$ cat src/sv/mrkfp_pkg.sv
// ----------------------------------------------------------------------------
// mrkfp_pkg
// Types and constants shared by the multi-recipient key frame parser.
// ----------------------------------------------------------------------------
package mrkfp_pkg;

  // Default for the top-level recipient limit.
  localparam int MAX_RECIPIENTS_DEF = 25;

  // Fixed framing constants.
  localparam int MAX_NAME_CHARS = 14;
  localparam int STATION_CHARS  = 14;
  localparam int IV_BYTES       = 12;
  localparam int TAG_BYTES      = 16;
  localparam int HDR_BYTES      = 8;
  localparam logic [7:0] VERSION_ID = 8'h01;
  localparam logic [7:0] CIPHER_ID  = 8'h01;
  localparam logic [7:0] ASCII_MAX  = 8'd127;

  // Configuration port geometry: 64-bit registers at 8-byte spacing.
  localparam int APB_ADDR_W = 5;
  localparam int APB_DATA_W = 64;

  typedef enum logic [1:0] {
    REG_CURVE_ID  = 2'd0,
    REG_NAME_LEN  = 2'd1,
    REG_NAME_LOW  = 2'd2,
    REG_NAME_HIGH = 2'd3
  } reg_index_t;

  typedef enum logic [2:0] {
    CLS_HEADER     = 3'd0,
    CLS_FRAMING    = 3'd1,
    CLS_OWN_FRAG   = 3'd2,
    CLS_OTHER_FRAG = 3'd3,
    CLS_IV         = 3'd4,
    CLS_CIPHER     = 3'd5,
    CLS_TAG        = 3'd6,
    CLS_DISCARD    = 3'd7
  } byte_class_t;

  typedef enum logic [3:0] {
    ST_OK          = 4'd0,
    ST_SHORT       = 4'd1,
    ST_BAD_HEADER  = 4'd2,
    ST_CURVE       = 4'd3,
    ST_TRUNCATED   = 4'd4,
    ST_NAME_LENGTH = 4'd5,
    ST_NON_ASCII   = 4'd6,
    ST_TERMINATOR  = 4'd7,
    ST_NO_MATCH    = 4'd8,
    ST_TAIL_LENGTH = 4'd9,
    ST_DATA_SHORT  = 4'd10
  } status_t;

  typedef struct packed {
    logic [1:0]                       curve_id;
    logic [3:0]                       name_len;
    logic [STATION_CHARS-1:0][7:0]    name;
  } cfg_t;

  typedef struct packed {
    logic [7:0]  byte_out;
    byte_class_t byte_class;
    logic [4:0]  recipient_index;
    logic        done_res;
    status_t     status;
    logic [4:0]  matched_index;
    logic [31:0] data_length;
  } result_t;

endpackage

$ cat src/sv/mrkfp_ifs.sv
// ----------------------------------------------------------------------------
// mrkfp stream interfaces
// Valid/ready channels for message bytes in and labeled bytes out.
// ----------------------------------------------------------------------------
interface mrkfp_in_if;
  logic       valid;
  logic       ready;
  logic [7:0] wire_byte;
  logic       last_byte;

  modport source (output valid, output wire_byte, output last_byte, input ready);
  modport sink   (input valid, input wire_byte, input last_byte, output ready);
endinterface

interface mrkfp_out_if;
  logic        valid;
  logic        ready;
  logic [7:0]  byte_out;
  logic [2:0]  byte_class;
  logic [4:0]  recipient_index;
  logic        done_res;
  logic [3:0]  status;
  logic [4:0]  matched_index;
  logic [31:0] data_length;

  modport source (output valid, output byte_out, output byte_class,
                  output recipient_index, output done_res, output status,
                  output matched_index, output data_length, input ready);
  modport sink   (input valid, input byte_out, input byte_class,
                  input recipient_index, input done_res, input status,
                  input matched_index, input data_length, output ready);
endinterface

$ cat src/sv/mrkfp_parse_core.sv
// ----------------------------------------------------------------------------
// mrkfp_parse_core
// Per-message parse state and the one-byte labeling step.
// ----------------------------------------------------------------------------
module mrkfp_parse_core #(
  parameter int MAX_RECIPIENTS = mrkfp_pkg::MAX_RECIPIENTS_DEF
) (
  input  logic               clk,
  input  logic               rst,
  input  logic               step,
  input  logic [7:0]         wire_byte,
  input  logic               last_byte,
  input  mrkfp_pkg::cfg_t    cfg,
  output mrkfp_pkg::result_t res
);

  localparam int CW = $clog2(MAX_RECIPIENTS + 1);
  localparam int IW = (CW > 5) ? CW : 5;

  typedef enum logic [2:0] {
    PH_HDR, PH_LEN, PH_NAME, PH_TERM, PH_FHI, PH_FLO, PH_FRAG, PH_TAIL
  } phase_t;

  phase_t             phase, phase_next;
  logic [3:0]         fcnt, fcnt_next;
  logic [CW-1:0]      total, total_next;
  logic [CW-1:0]      seen, seen_next;
  logic [31:0]        hlv, hlv_next;
  logic [3:0]         nlen, nlen_next;
  logic               neq, neq_next;
  logic [15:0]        frem, frem_next;
  logic [32:0]        tail, tail_next;
  logic               mseen, mseen_next;
  logic [CW-1:0]      midx, midx_next;
  mrkfp_pkg::status_t err, err_next;

  mrkfp_pkg::byte_class_t cls;
  logic [CW-1:0]      ridx;
  logic               fin;
  logic [1:0]         curve_eff;
  logic [7:0]         up_char;
  logic [15:0][7:0]   name_pad;
  logic               st_ok;
  logic [3:0]         fcnt_inc;
  logic [32:0]        tag_end;
  mrkfp_pkg::status_t sts;
  logic [IW-1:0]      ridx_ext, midx_ext;

  assign curve_eff = (cfg.curve_id == 2'd0) ? 2'd1 : cfg.curve_id;
  assign name_pad  = {16'h0, cfg.name};
  assign st_ok     = (fcnt < 4'(mrkfp_pkg::STATION_CHARS));
  assign fcnt_inc  = fcnt + 4'd1;
  assign up_char   = (wire_byte >= 8'h61 && wire_byte <= 8'h7A) ? wire_byte - 8'h20
                                                               : wire_byte;
  assign tag_end   = 33'(hlv) + 33'(mrkfp_pkg::TAG_BYTES);

  always_comb begin
    phase_next = phase;
    fcnt_next  = fcnt;
    total_next = total;
    seen_next  = seen;
    hlv_next   = hlv;
    nlen_next  = nlen;
    neq_next   = neq;
    frem_next  = frem;
    tail_next  = tail;
    mseen_next = mseen;
    midx_next  = midx;
    err_next   = err;
    cls        = mrkfp_pkg::CLS_DISCARD;
    ridx       = '0;
    fin        = 1'b0;

    if (phase == PH_HDR) begin
      cls = mrkfp_pkg::CLS_HEADER;
      unique case (fcnt)
        4'd0: begin
          if (wire_byte != mrkfp_pkg::VERSION_ID) err_next = mrkfp_pkg::ST_BAD_HEADER;
        end
        4'd1: begin
          if (wire_byte != {6'b0, curve_eff} && err == mrkfp_pkg::ST_OK)
            err_next = mrkfp_pkg::ST_CURVE;
        end
        4'd2: begin
          total_next = CW'(wire_byte);
          if (wire_byte == 8'd0 || {1'b0, wire_byte} > 9'(MAX_RECIPIENTS))
            err_next = mrkfp_pkg::ST_BAD_HEADER;
        end
        4'd3: begin
          if (wire_byte != mrkfp_pkg::CIPHER_ID) err_next = mrkfp_pkg::ST_BAD_HEADER;
        end
        default: hlv_next = {hlv[23:0], wire_byte};
      endcase
      if (fcnt == 4'(mrkfp_pkg::HDR_BYTES - 1)) begin
        fcnt_next  = '0;
        phase_next = PH_LEN;
      end else begin
        fcnt_next = fcnt_inc;
      end
    end else if (err == mrkfp_pkg::ST_OK) begin
      unique case (phase)
        PH_LEN: begin
          cls  = mrkfp_pkg::CLS_FRAMING;
          ridx = seen;
          if (wire_byte == 8'd0 || wire_byte > 8'(mrkfp_pkg::MAX_NAME_CHARS)) begin
            err_next = mrkfp_pkg::ST_NAME_LENGTH;
          end else begin
            nlen_next  = wire_byte[3:0];
            neq_next   = 1'b1;
            fcnt_next  = '0;
            phase_next = PH_NAME;
          end
        end
        PH_NAME: begin
          cls  = mrkfp_pkg::CLS_FRAMING;
          ridx = seen;
          if (wire_byte > mrkfp_pkg::ASCII_MAX) begin
            err_next = mrkfp_pkg::ST_NON_ASCII;
          end else begin
            if (!st_ok || up_char != name_pad[fcnt]) neq_next = 1'b0;
            fcnt_next = fcnt_inc;
            if (fcnt_inc >= nlen) phase_next = PH_TERM;
          end
        end
        PH_TERM: begin
          cls  = mrkfp_pkg::CLS_FRAMING;
          ridx = seen;
          if (wire_byte != 8'd0) err_next = mrkfp_pkg::ST_TERMINATOR;
          else phase_next = PH_FHI;
        end
        PH_FHI: begin
          cls        = mrkfp_pkg::CLS_FRAMING;
          ridx       = seen;
          frem_next  = {wire_byte, 8'h00};
          phase_next = PH_FLO;
        end
        PH_FLO: begin
          cls       = mrkfp_pkg::CLS_FRAMING;
          ridx      = seen;
          frem_next = {frem[15:8], wire_byte};
          if (frem_next != 16'd0 && cfg.name_len != 4'd0 &&
              nlen == cfg.name_len && neq) begin
            mseen_next = 1'b1;
            midx_next  = seen;
          end
          if (frem_next == 16'd0) fin = 1'b1;
          else phase_next = PH_FRAG;
        end
        PH_FRAG: begin
          ridx      = seen;
          cls       = (mseen && midx == seen) ? mrkfp_pkg::CLS_OWN_FRAG
                                              : mrkfp_pkg::CLS_OTHER_FRAG;
          frem_next = frem - 16'd1;
          if (frem_next == 16'd0) fin = 1'b1;
        end
        PH_TAIL: begin
          if (tail < 33'(mrkfp_pkg::IV_BYTES)) cls = mrkfp_pkg::CLS_IV;
          else if (tail < 33'(hlv))           cls = mrkfp_pkg::CLS_CIPHER;
          else if (tail < tag_end)            cls = mrkfp_pkg::CLS_TAG;
          else                                cls = mrkfp_pkg::CLS_DISCARD;
          if (tail != '1) tail_next = tail + 33'd1;
        end
        PH_HDR: ;
      endcase
    end

    // End of a recipient entry: next entry or the tail.
    if (fin) begin
      seen_next = seen + CW'(1);
      if (seen_next >= total) begin
        if (!mseen_next) err_next = mrkfp_pkg::ST_NO_MATCH;
        tail_next  = '0;
        phase_next = PH_TAIL;
      end else begin
        phase_next = PH_LEN;
      end
    end
  end

  // Final status, judged on the state after this byte.
  always_comb begin
    priority if (phase_next == PH_HDR)      sts = mrkfp_pkg::ST_SHORT;
    else if (err_next != mrkfp_pkg::ST_OK)  sts = err_next;
    else if (phase_next != PH_TAIL)         sts = mrkfp_pkg::ST_TRUNCATED;
    else if (tail_next != tag_end)          sts = mrkfp_pkg::ST_TAIL_LENGTH;
    else if (hlv < 32'(mrkfp_pkg::IV_BYTES)) sts = mrkfp_pkg::ST_DATA_SHORT;
    else                                    sts = mrkfp_pkg::ST_OK;
  end

  assign ridx_ext = IW'(ridx);
  assign midx_ext = IW'(midx_next);

  always_comb begin
    res.byte_out        = wire_byte;
    res.byte_class      = cls;
    res.recipient_index = ridx_ext[4:0];
    res.done_res        = last_byte;
    res.status          = last_byte ? sts : mrkfp_pkg::ST_OK;
    res.matched_index   = last_byte ? midx_ext[4:0] : 5'd0;
    res.data_length     = last_byte ? hlv_next : 32'd0;
  end

  always_ff @(posedge clk) begin
    if (rst || (step && last_byte)) begin
      phase <= PH_HDR;
      fcnt  <= '0;
      total <= '0;
      seen  <= '0;
      hlv   <= '0;
      nlen  <= '0;
      neq   <= 1'b1;
      frem  <= '0;
      tail  <= '0;
      mseen <= 1'b0;
      midx  <= '0;
      err   <= mrkfp_pkg::ST_OK;
    end else if (step) begin
      phase <= phase_next;
      fcnt  <= fcnt_next;
      total <= total_next;
      seen  <= seen_next;
      hlv   <= hlv_next;
      nlen  <= nlen_next;
      neq   <= neq_next;
      frem  <= frem_next;
      tail  <= tail_next;
      mseen <= mseen_next;
      midx  <= midx_next;
      err   <= err_next;
    end
  end

endmodule

$ cat src/sv/multi_recipient_key_frame_parser_top.sv
// ----------------------------------------------------------------------------
// multi_recipient_key_frame_parser_top
// Byte-stream labeler for multi-recipient key frames with an APB register port.
// ----------------------------------------------------------------------------
// The parser takes one message byte per cycle on the frame channel and returns
// one labeled byte per cycle on the label channel while the consumer is ready.
// Each accepted byte lands in an input register, goes through a single parse
// step (header check, entry walk with one name-character compare, tail split)
// and is held in a result register. While a finished label waits for the
// consumer, the input register still takes one more byte; after that the
// frame channel closes until the label leaves. The last byte of a message
// carries status, the last matching recipient and the header data length;
// the parser then starts over on a fresh message. There is no clearing pass
// after reset.
// Registers (64-bit, 8-byte spacing): 0x00 curve id, 0x08 station name
// length, 0x10 name characters 0..6, 0x18 name characters 7..13. Write them
// only while no transaction is in flight.
module multi_recipient_key_frame_parser_top #(
  parameter int MAX_RECIPIENTS = mrkfp_pkg::MAX_RECIPIENTS_DEF
) (
  input  logic                             clk,
  input  logic                             rst,
  mrkfp_in_if.sink                         frame,
  mrkfp_out_if.source                      label,
  input  logic                             psel,
  input  logic                             penable,
  input  logic                             pwrite,
  input  logic [mrkfp_pkg::APB_ADDR_W-1:0] paddr,
  input  logic [mrkfp_pkg::APB_DATA_W-1:0] pwdata,
  output logic [mrkfp_pkg::APB_DATA_W-1:0] prdata,
  output logic                             pready
);

  // --- configuration registers ---------------------------------------------
  logic [1:0]  curve_id;
  logic [3:0]  name_len;
  logic [55:0] name_low;
  logic [55:0] name_high;
  mrkfp_pkg::reg_index_t reg_sel;
  logic        cfg_wr;

  assign pready  = 1'b1;
  assign reg_sel = mrkfp_pkg::reg_index_t'(paddr[4:3]);
  assign cfg_wr  = psel && penable && pwrite && pready;

  always_ff @(posedge clk) begin
    if (rst) begin
      curve_id  <= 2'd1;
      name_len  <= 4'd0;
      name_low  <= '0;
      name_high <= '0;
    end else if (cfg_wr) begin
      unique case (reg_sel)
        mrkfp_pkg::REG_CURVE_ID:  curve_id  <= pwdata[1:0];
        mrkfp_pkg::REG_NAME_LEN:  name_len  <= pwdata[3:0];
        mrkfp_pkg::REG_NAME_LOW:  name_low  <= pwdata[55:0];
        mrkfp_pkg::REG_NAME_HIGH: name_high <= pwdata[55:0];
      endcase
    end
  end

  always_comb begin
    unique case (reg_sel)
      mrkfp_pkg::REG_CURVE_ID:  prdata = 64'(curve_id);
      mrkfp_pkg::REG_NAME_LEN:  prdata = 64'(name_len);
      mrkfp_pkg::REG_NAME_LOW:  prdata = 64'(name_low);
      mrkfp_pkg::REG_NAME_HIGH: prdata = 64'(name_high);
    endcase
  end

  mrkfp_pkg::cfg_t cfg;
  assign cfg.curve_id = curve_id;
  assign cfg.name_len = name_len;
  assign cfg.name     = {name_high, name_low};  // char 0 in the low byte

  // --- two-register pipeline -----------------------------------------------
  // in_valid/in_byte/in_last: input register. res/res_valid: result register.
  // advance moves one byte through the parse step into the result register.
  logic               in_valid;
  logic [7:0]         in_byte;
  logic               in_last;
  logic               res_valid;
  logic               advance;
  mrkfp_pkg::result_t res, res_next;

  assign advance     = in_valid && (!res_valid || label.ready);
  assign frame.ready = !in_valid || advance;

  always_ff @(posedge clk) begin
    if (rst) begin
      in_valid <= 1'b0;
    end else if (frame.ready) begin
      in_valid <= frame.valid;
    end
  end

  // Payload only; no reset needed.
  always_ff @(posedge clk) begin
    if (frame.ready && frame.valid) begin
      in_byte <= frame.wire_byte;
      in_last <= frame.last_byte;
    end
  end

  mrkfp_parse_core #(
    .MAX_RECIPIENTS (MAX_RECIPIENTS)
  ) u_core (
    .clk       (clk),
    .rst       (rst),
    .step      (advance),
    .wire_byte (in_byte),
    .last_byte (in_last),
    .cfg       (cfg),
    .res       (res_next)
  );

  always_ff @(posedge clk) begin
    if (rst) begin
      res_valid <= 1'b0;
    end else if (advance) begin
      res_valid <= 1'b1;
    end else if (label.ready) begin
      res_valid <= 1'b0;
    end
  end

  always_ff @(posedge clk) begin
    if (advance) begin
      res <= res_next;
    end
  end

  assign label.valid           = res_valid;
  assign label.byte_out        = res.byte_out;
  assign label.byte_class      = res.byte_class;
  assign label.recipient_index = res.recipient_index;
  assign label.done_res        = res.done_res;
  assign label.status          = res.status;
  assign label.matched_index   = res.matched_index;
  assign label.data_length     = res.data_length;

`ifndef SYNTHESIS
  // A last byte moving through the parse step yields a done label next cycle.
  a_last_gives_done: assert property (@(posedge clk) disable iff (rst)
    advance && in_last |=> res_valid && res.done_res)
    else $error("last byte did not produce a done label");

  // A stalled label keeps its contents while more bytes queue up.
  a_label_held: assert property (@(posedge clk) disable iff (rst)
    res_valid && !label.ready |=> res_valid && $stable(res))
    else $error("stalled label changed");

  // Frame channel only closes when both registers are full and stalled.
  a_ready_low_full: assert property (@(posedge clk) disable iff (rst)
    !frame.ready |-> in_valid && res_valid && !label.ready)
    else $error("frame channel blocked without a full pipeline");

  // Summary fields stay clear on labels that are not the last of a message.
  a_summary_clear: assert property (@(posedge clk) disable iff (rst)
    res_valid && !res.done_res |->
      res.status == mrkfp_pkg::ST_OK && res.matched_index == 5'd0 &&
      res.data_length == 32'd0)
    else $error("summary fields set on a non-final label");
`endif

endmodule
$ cat src/flat_wrapper.sv
// flat-port wrapper written by rule: the top's interface ports become plain ports
module multi_recipient_key_frame_parser_top_flat 
#(
  parameter int MAX_RECIPIENTS = mrkfp_pkg::MAX_RECIPIENTS_DEF
)
  (clk, rst, psel, penable, pwrite, paddr, pwdata, prdata, pready, frame_valid, frame_wire_byte, frame_last_byte, frame_ready, label_valid, label_byte_out, label_byte_class, label_recipient_index, label_done_res, label_status, label_matched_index, label_data_length, label_ready);
  mrkfp_in_if frame_i ();
  mrkfp_out_if label_i ();
  input  logic clk;
  input  logic rst;
  input  logic psel;
  input  logic penable;
  input  logic pwrite;
  input  logic [mrkfp_pkg::APB_ADDR_W-1:0] paddr;
  input  logic [mrkfp_pkg::APB_DATA_W-1:0] pwdata;
  output logic [mrkfp_pkg::APB_DATA_W-1:0] prdata;
  output logic pready;
  input wire logic [$bits(frame_i.valid)-1:0] frame_valid;
  input wire logic [$bits(frame_i.wire_byte)-1:0] frame_wire_byte;
  input wire logic [$bits(frame_i.last_byte)-1:0] frame_last_byte;
  output wire logic [$bits(frame_i.ready)-1:0] frame_ready;
  output wire logic [$bits(label_i.valid)-1:0] label_valid;
  output wire logic [$bits(label_i.byte_out)-1:0] label_byte_out;
  output wire logic [$bits(label_i.byte_class)-1:0] label_byte_class;
  output wire logic [$bits(label_i.recipient_index)-1:0] label_recipient_index;
  output wire logic [$bits(label_i.done_res)-1:0] label_done_res;
  output wire logic [$bits(label_i.status)-1:0] label_status;
  output wire logic [$bits(label_i.matched_index)-1:0] label_matched_index;
  output wire logic [$bits(label_i.data_length)-1:0] label_data_length;
  input wire logic [$bits(label_i.ready)-1:0] label_ready;
  assign frame_i.valid = frame_valid;
  assign frame_i.wire_byte = frame_wire_byte;
  assign frame_i.last_byte = frame_last_byte;
  assign frame_ready = frame_i.ready;
  assign label_valid = label_i.valid;
  assign label_byte_out = label_i.byte_out;
  assign label_byte_class = label_i.byte_class;
  assign label_recipient_index = label_i.recipient_index;
  assign label_done_res = label_i.done_res;
  assign label_status = label_i.status;
  assign label_matched_index = label_i.matched_index;
  assign label_data_length = label_i.data_length;
  assign label_i.ready = label_ready;
  multi_recipient_key_frame_parser_top #(.MAX_RECIPIENTS(MAX_RECIPIENTS)) u_core (.clk(clk), .rst(rst), .frame(frame_i), .label(label_i), .psel(psel), .penable(penable), .pwrite(pwrite), .paddr(paddr), .pwdata(pwdata), .prdata(prdata), .pready(pready));
endmodule
$ cat config.mk
export PLATFORM = sky130hd
export DESIGN_NAME = multi_recipient_key_frame_parser_top_flat
export DESIGN_NICKNAME = d
export VERILOG_FILES = /design/src/sv/mrkfp_pkg.sv /design/src/sv/mrkfp_ifs.sv /design/src/sv/mrkfp_parse_core.sv /design/src/sv/multi_recipient_key_frame_parser_top.sv /design/src/flat_wrapper.sv
export SDC_FILE = /design/constraint.sdc
export NUM_CORES = 1
export LEC_CHECK = 0
export ABC_AREA = 1
export BUFFER_PORTS_ARGS = -buffer_cell sky130_fd_sc_hd__buf_2
export CORE_MARGIN = 3
export CORE_UTILIZATION = 54
export DETAILED_ROUTE_END_ITERATION = 8
export MAX_ROUTING_LAYER = met4
export PLACE_DENSITY = 0.75
export SLEW_MARGIN = 20
export SYNTH_ARGS = -nofsm -noshare
export SYNTH_HDL_FRONTEND = slang
export SYNTH_SLANG_ARGS = --single-unit
$ cat constraint.sdc
create_clock -name clk -period 3.8 [get_ports clk]
set_clock_uncertainty 0.1 [all_clocks]
set_input_delay 0.38 -clock clk [delete_from_list [all_inputs] [get_ports clk]]
set_output_delay 0.38 -clock clk [all_outputs]
set_load 0.1 [all_outputs]
==> results.yml <==
critical_path:
  cp-endpoint: "u_core.label.byte_class[0]$_SDFFCE_PP0P_"
  cp-start-kind: "flop"
  reg2reg_from: "u_core.u_core.hlv[4]$_SDFFE_PP0P_"
  path_class: "flop to flop"
  rrSetupSlack_ns: 0.25
  worstPathMaxFanout: 7
  crit_path_end_kind: "flop"
  reg2reg_depth: 18
  cp.required_ns: 4.04
  timing.rr.end: "u_core.label.byte_class[0]$_SDFFCE_PP0P_"
  cp.arrival_ns: 3.80
  startpoint: "u_core.u_core.hlv[4]$_SDFFE_PP0P_"
timing:
  relSlewSlack_pct: 33.5
  setup_tns_ns: 0
  setup_ws_ns: 0.247
  hold_ws_ns: 0.0212
  max_freq_mhz: 281
  fin_crit_ns: 3.55
  rsz0062_at_grt: "no"
  tightestPinTransition_ns: 0.998
  finalHoldViolations: 0
  setup_viol: 0
  finalCritPeriodShare_pct: 93.5
  slew_viol_final: 0
place:
  hpwl_um: 45400
  io_buffers: 189
  dp_worst_setup_slack_ns: 0.219
  gp_congestion: 1.01
clock_tree:
  cts-root-buf: "clkbuf_16"
  h-tree-depth: 1
  clock-sinks: 300
  numCtsBuffers: 31
  clk_latency_ns: 0.60
  clk_pin_slew_ns: 0.06
  cts_tree: "done"
  clockBufferDepth: 3
drt:
  drcViolationCount: 0
  wl_per_cell_um: 18.5
  ant_nets: 0
  wirelength_um: 62400
  via_per_inst: 5.82
  firstDrtPassIters: 6
  num_vias: 19600
  drt_iter0_markers: 1701
yosys:
  synth.avg_cell_area_um2: 6.93
  synth_area_leaders: "dfxtp_1 25%, edfxtp_1 11%, nand2_1 9.9%, o21ai_0 9.3%, inv_1 6.4%"
  synthArstFlopShare_pct: 0
  syn-cell-area_um2: 18500
  syn-instance-count: 2670
  synthFlopType: "dfxtp_1"
  yosysTopAreaCell: "dfxtp_1"
  yosysTopAreaCellShare_pct: 25.2
  synth_edf_count: 67
  ys_seq_area_share_pct: 36.1
  synth-seq-cells: 300
  synth_cell_types: 54
  yosysWarnings: 0
die:
  start_util_pct: 55.1
  dieArea_um2: 36500
  die_y_um: 191
  io_pins: 210
  die_x_um: 191
  coreArea_um2: 33600
  core.rowCount: 67
cells_and_area:
  final_common_cell: "nand2_1"
  fin_nets: 3065
  mostFrequentLayoutCells: "488 x nand2_1, 345 x o21ai_0, 310 x inv_1"
  multi_input_area_um2: 10000
  seq_area_um2: 6680
  nFillCells: 3023
  area_growth_syn_to_layout_pct: 17.2
  drive_gt1_share_pct: 13.3
  fin_util_pct: 64.5
outcome:
  status: "completed"
min_path:
  worstHoldStart: "pwdata[35]"
  hold_path.class: "input port to flop"
global_routing:
  grt_pass1_vias: 18600
  antenna_found_initial: 1
  grt_max_degree: 195
  grt_overflow: 0
  gr-usage-all-layers_pct: 34.1
  grt_pass1_wl_um: 96900
pwr:
  peakVddDrop_v: 0.000368
  power.leakage_nw: 9.74
  p_total_w: 0.00857
  powerDensity_nw_per_um2: 395
job:
  maxCapViolCount: 0
logic make-up after synthesis:
kind of cell | count (synthesis) | synth area share, %
compound gates | 719 | 21.1
xor+xnor | 56 | 2.65
fa+ha+maj | 82 | 5.54
buf+inv | 480 | 10.1
flops | 300 | 36.1
other cells | 2 | 0.0406
simple gates | 1031 | 24.4
worst max-delay path, cell delays in order (launching register included):
cell,delay (ns)
dfxtp_2,0.41
ha_1,0.21
nand3_1,0.13
nor2_2,0.22
nand4_1,0.12
nor2_1,0.22
nand2_1,0.12
nor2_1,0.13
xor2_1,0.34
ha_1,0.33
a21oi_1,0.14
o21ai_0,0.09
a21o_1,0.16
a21oi_1,0.11
o21ai_0,0.10
a41oi_2,0.15
nand2_1,0.07
nand2_1,0.07
a21oi_1,0.07
power by group:
part | leakage (nW) | total (W) | switching, W | internal [W]
combinational | 6.72 | 0.00203 | 0.00145 | 0.000577
clock | 0.480 | 0.00301 | 0.00132 | 0.00169
sequential | 2.54 | 0.00353 | 0.000129 | 0.00340
total | 9.74 | 0.00857 | 0.00290 | 0.00567
registers in the layout, indices dropped and copies added, names as in the netlist, 8 cells and up:
register and flops:
u_core.name_high 56, u_core.name_low 56, u_core.u_core.tail 33, u_core.label.data_length 32
u_core.u_core.hlv 32, u_core.u_core.frem 16, u_core.in_byte 8, u_core.label.byte_out 8
through the flow:
stage	cell area, µm²	instances
floorplan	18500	2677
global placement	20000	3244
detailed placement	20000	3244
CTS	21600	3368
global route	21700	3372
finish	21700	3372
worst min path at each step:
stage | slack (ns) | endpoint | depth (start not counted)
4_1_cts | 0.004 | u_core.name_high[35]$_SDFFE_PP0P_ | 3
5_1_grt | 0.05 | u_core.name_low[35]$_SDFFE_PP0P_ | 3
6_report | 0.02 | u_core.name_high[35]$_SDFFE_PP0P_ | 3
2_1_floorplan | 0.32 | u_core.label.byte_out[0]$_DFFE_PP_ | 0
3_5_place_dp | 0.36 | u_core.name_low[33]$_SDFFE_PP0P_ | 2
3_3_place_gp | 0.35 | u_core.name_high[45]$_SDFFE_PP0P_ | 2
cells in the mapped netlist, drive strengths merged, types with 37 or more instances:
library cell,number
inv,336
edfxtp,67
clkbuf,104
dfxtp,233
nor2,304
nor3,38
o211ai,38
a21oi,235
xor2,49
nand4,37
o21ai,352
nand3,111
nand2,502
ha,82
timing repair:
item | CTS | global route
buffers inserted | 0 | 3
hold buffers | 66 | 0
resized for setup | 0 | 10
endpoints found under the setup margin | 0 | 4
hold endpoints to repair | 104 | 0
cell type report:
| class | count | share of cell area [%] |
|---|---|---|
| Antenna cell | 1 | 0.0115 |
| Clock buffer | 44 | 3.90 |
| Clock inverter | 14 | 0.612 |
| Inverter | 349 | 6.07 |
| Multi-Input combinational cell | 1897 | 46.2 |
| Sequential cell | 300 | 30.8 |
| Tap cell | 448 | 2.58 |
| Timing Repair Buffer | 319 | 9.81 |
routing by layer:
layer / track usage (%) / share of wire [%] / vias to the layer above
met2: 56.8 / 47 / 955
met4: 20.4 / 7.1 / 0
li1: - / - / 9369
met1: 39.9 / 39 / 9052
met5: - / 0 / -
met3: 3.65 / 6.8 / 241
Note: power is estimated with default switching activity, not from simulation.
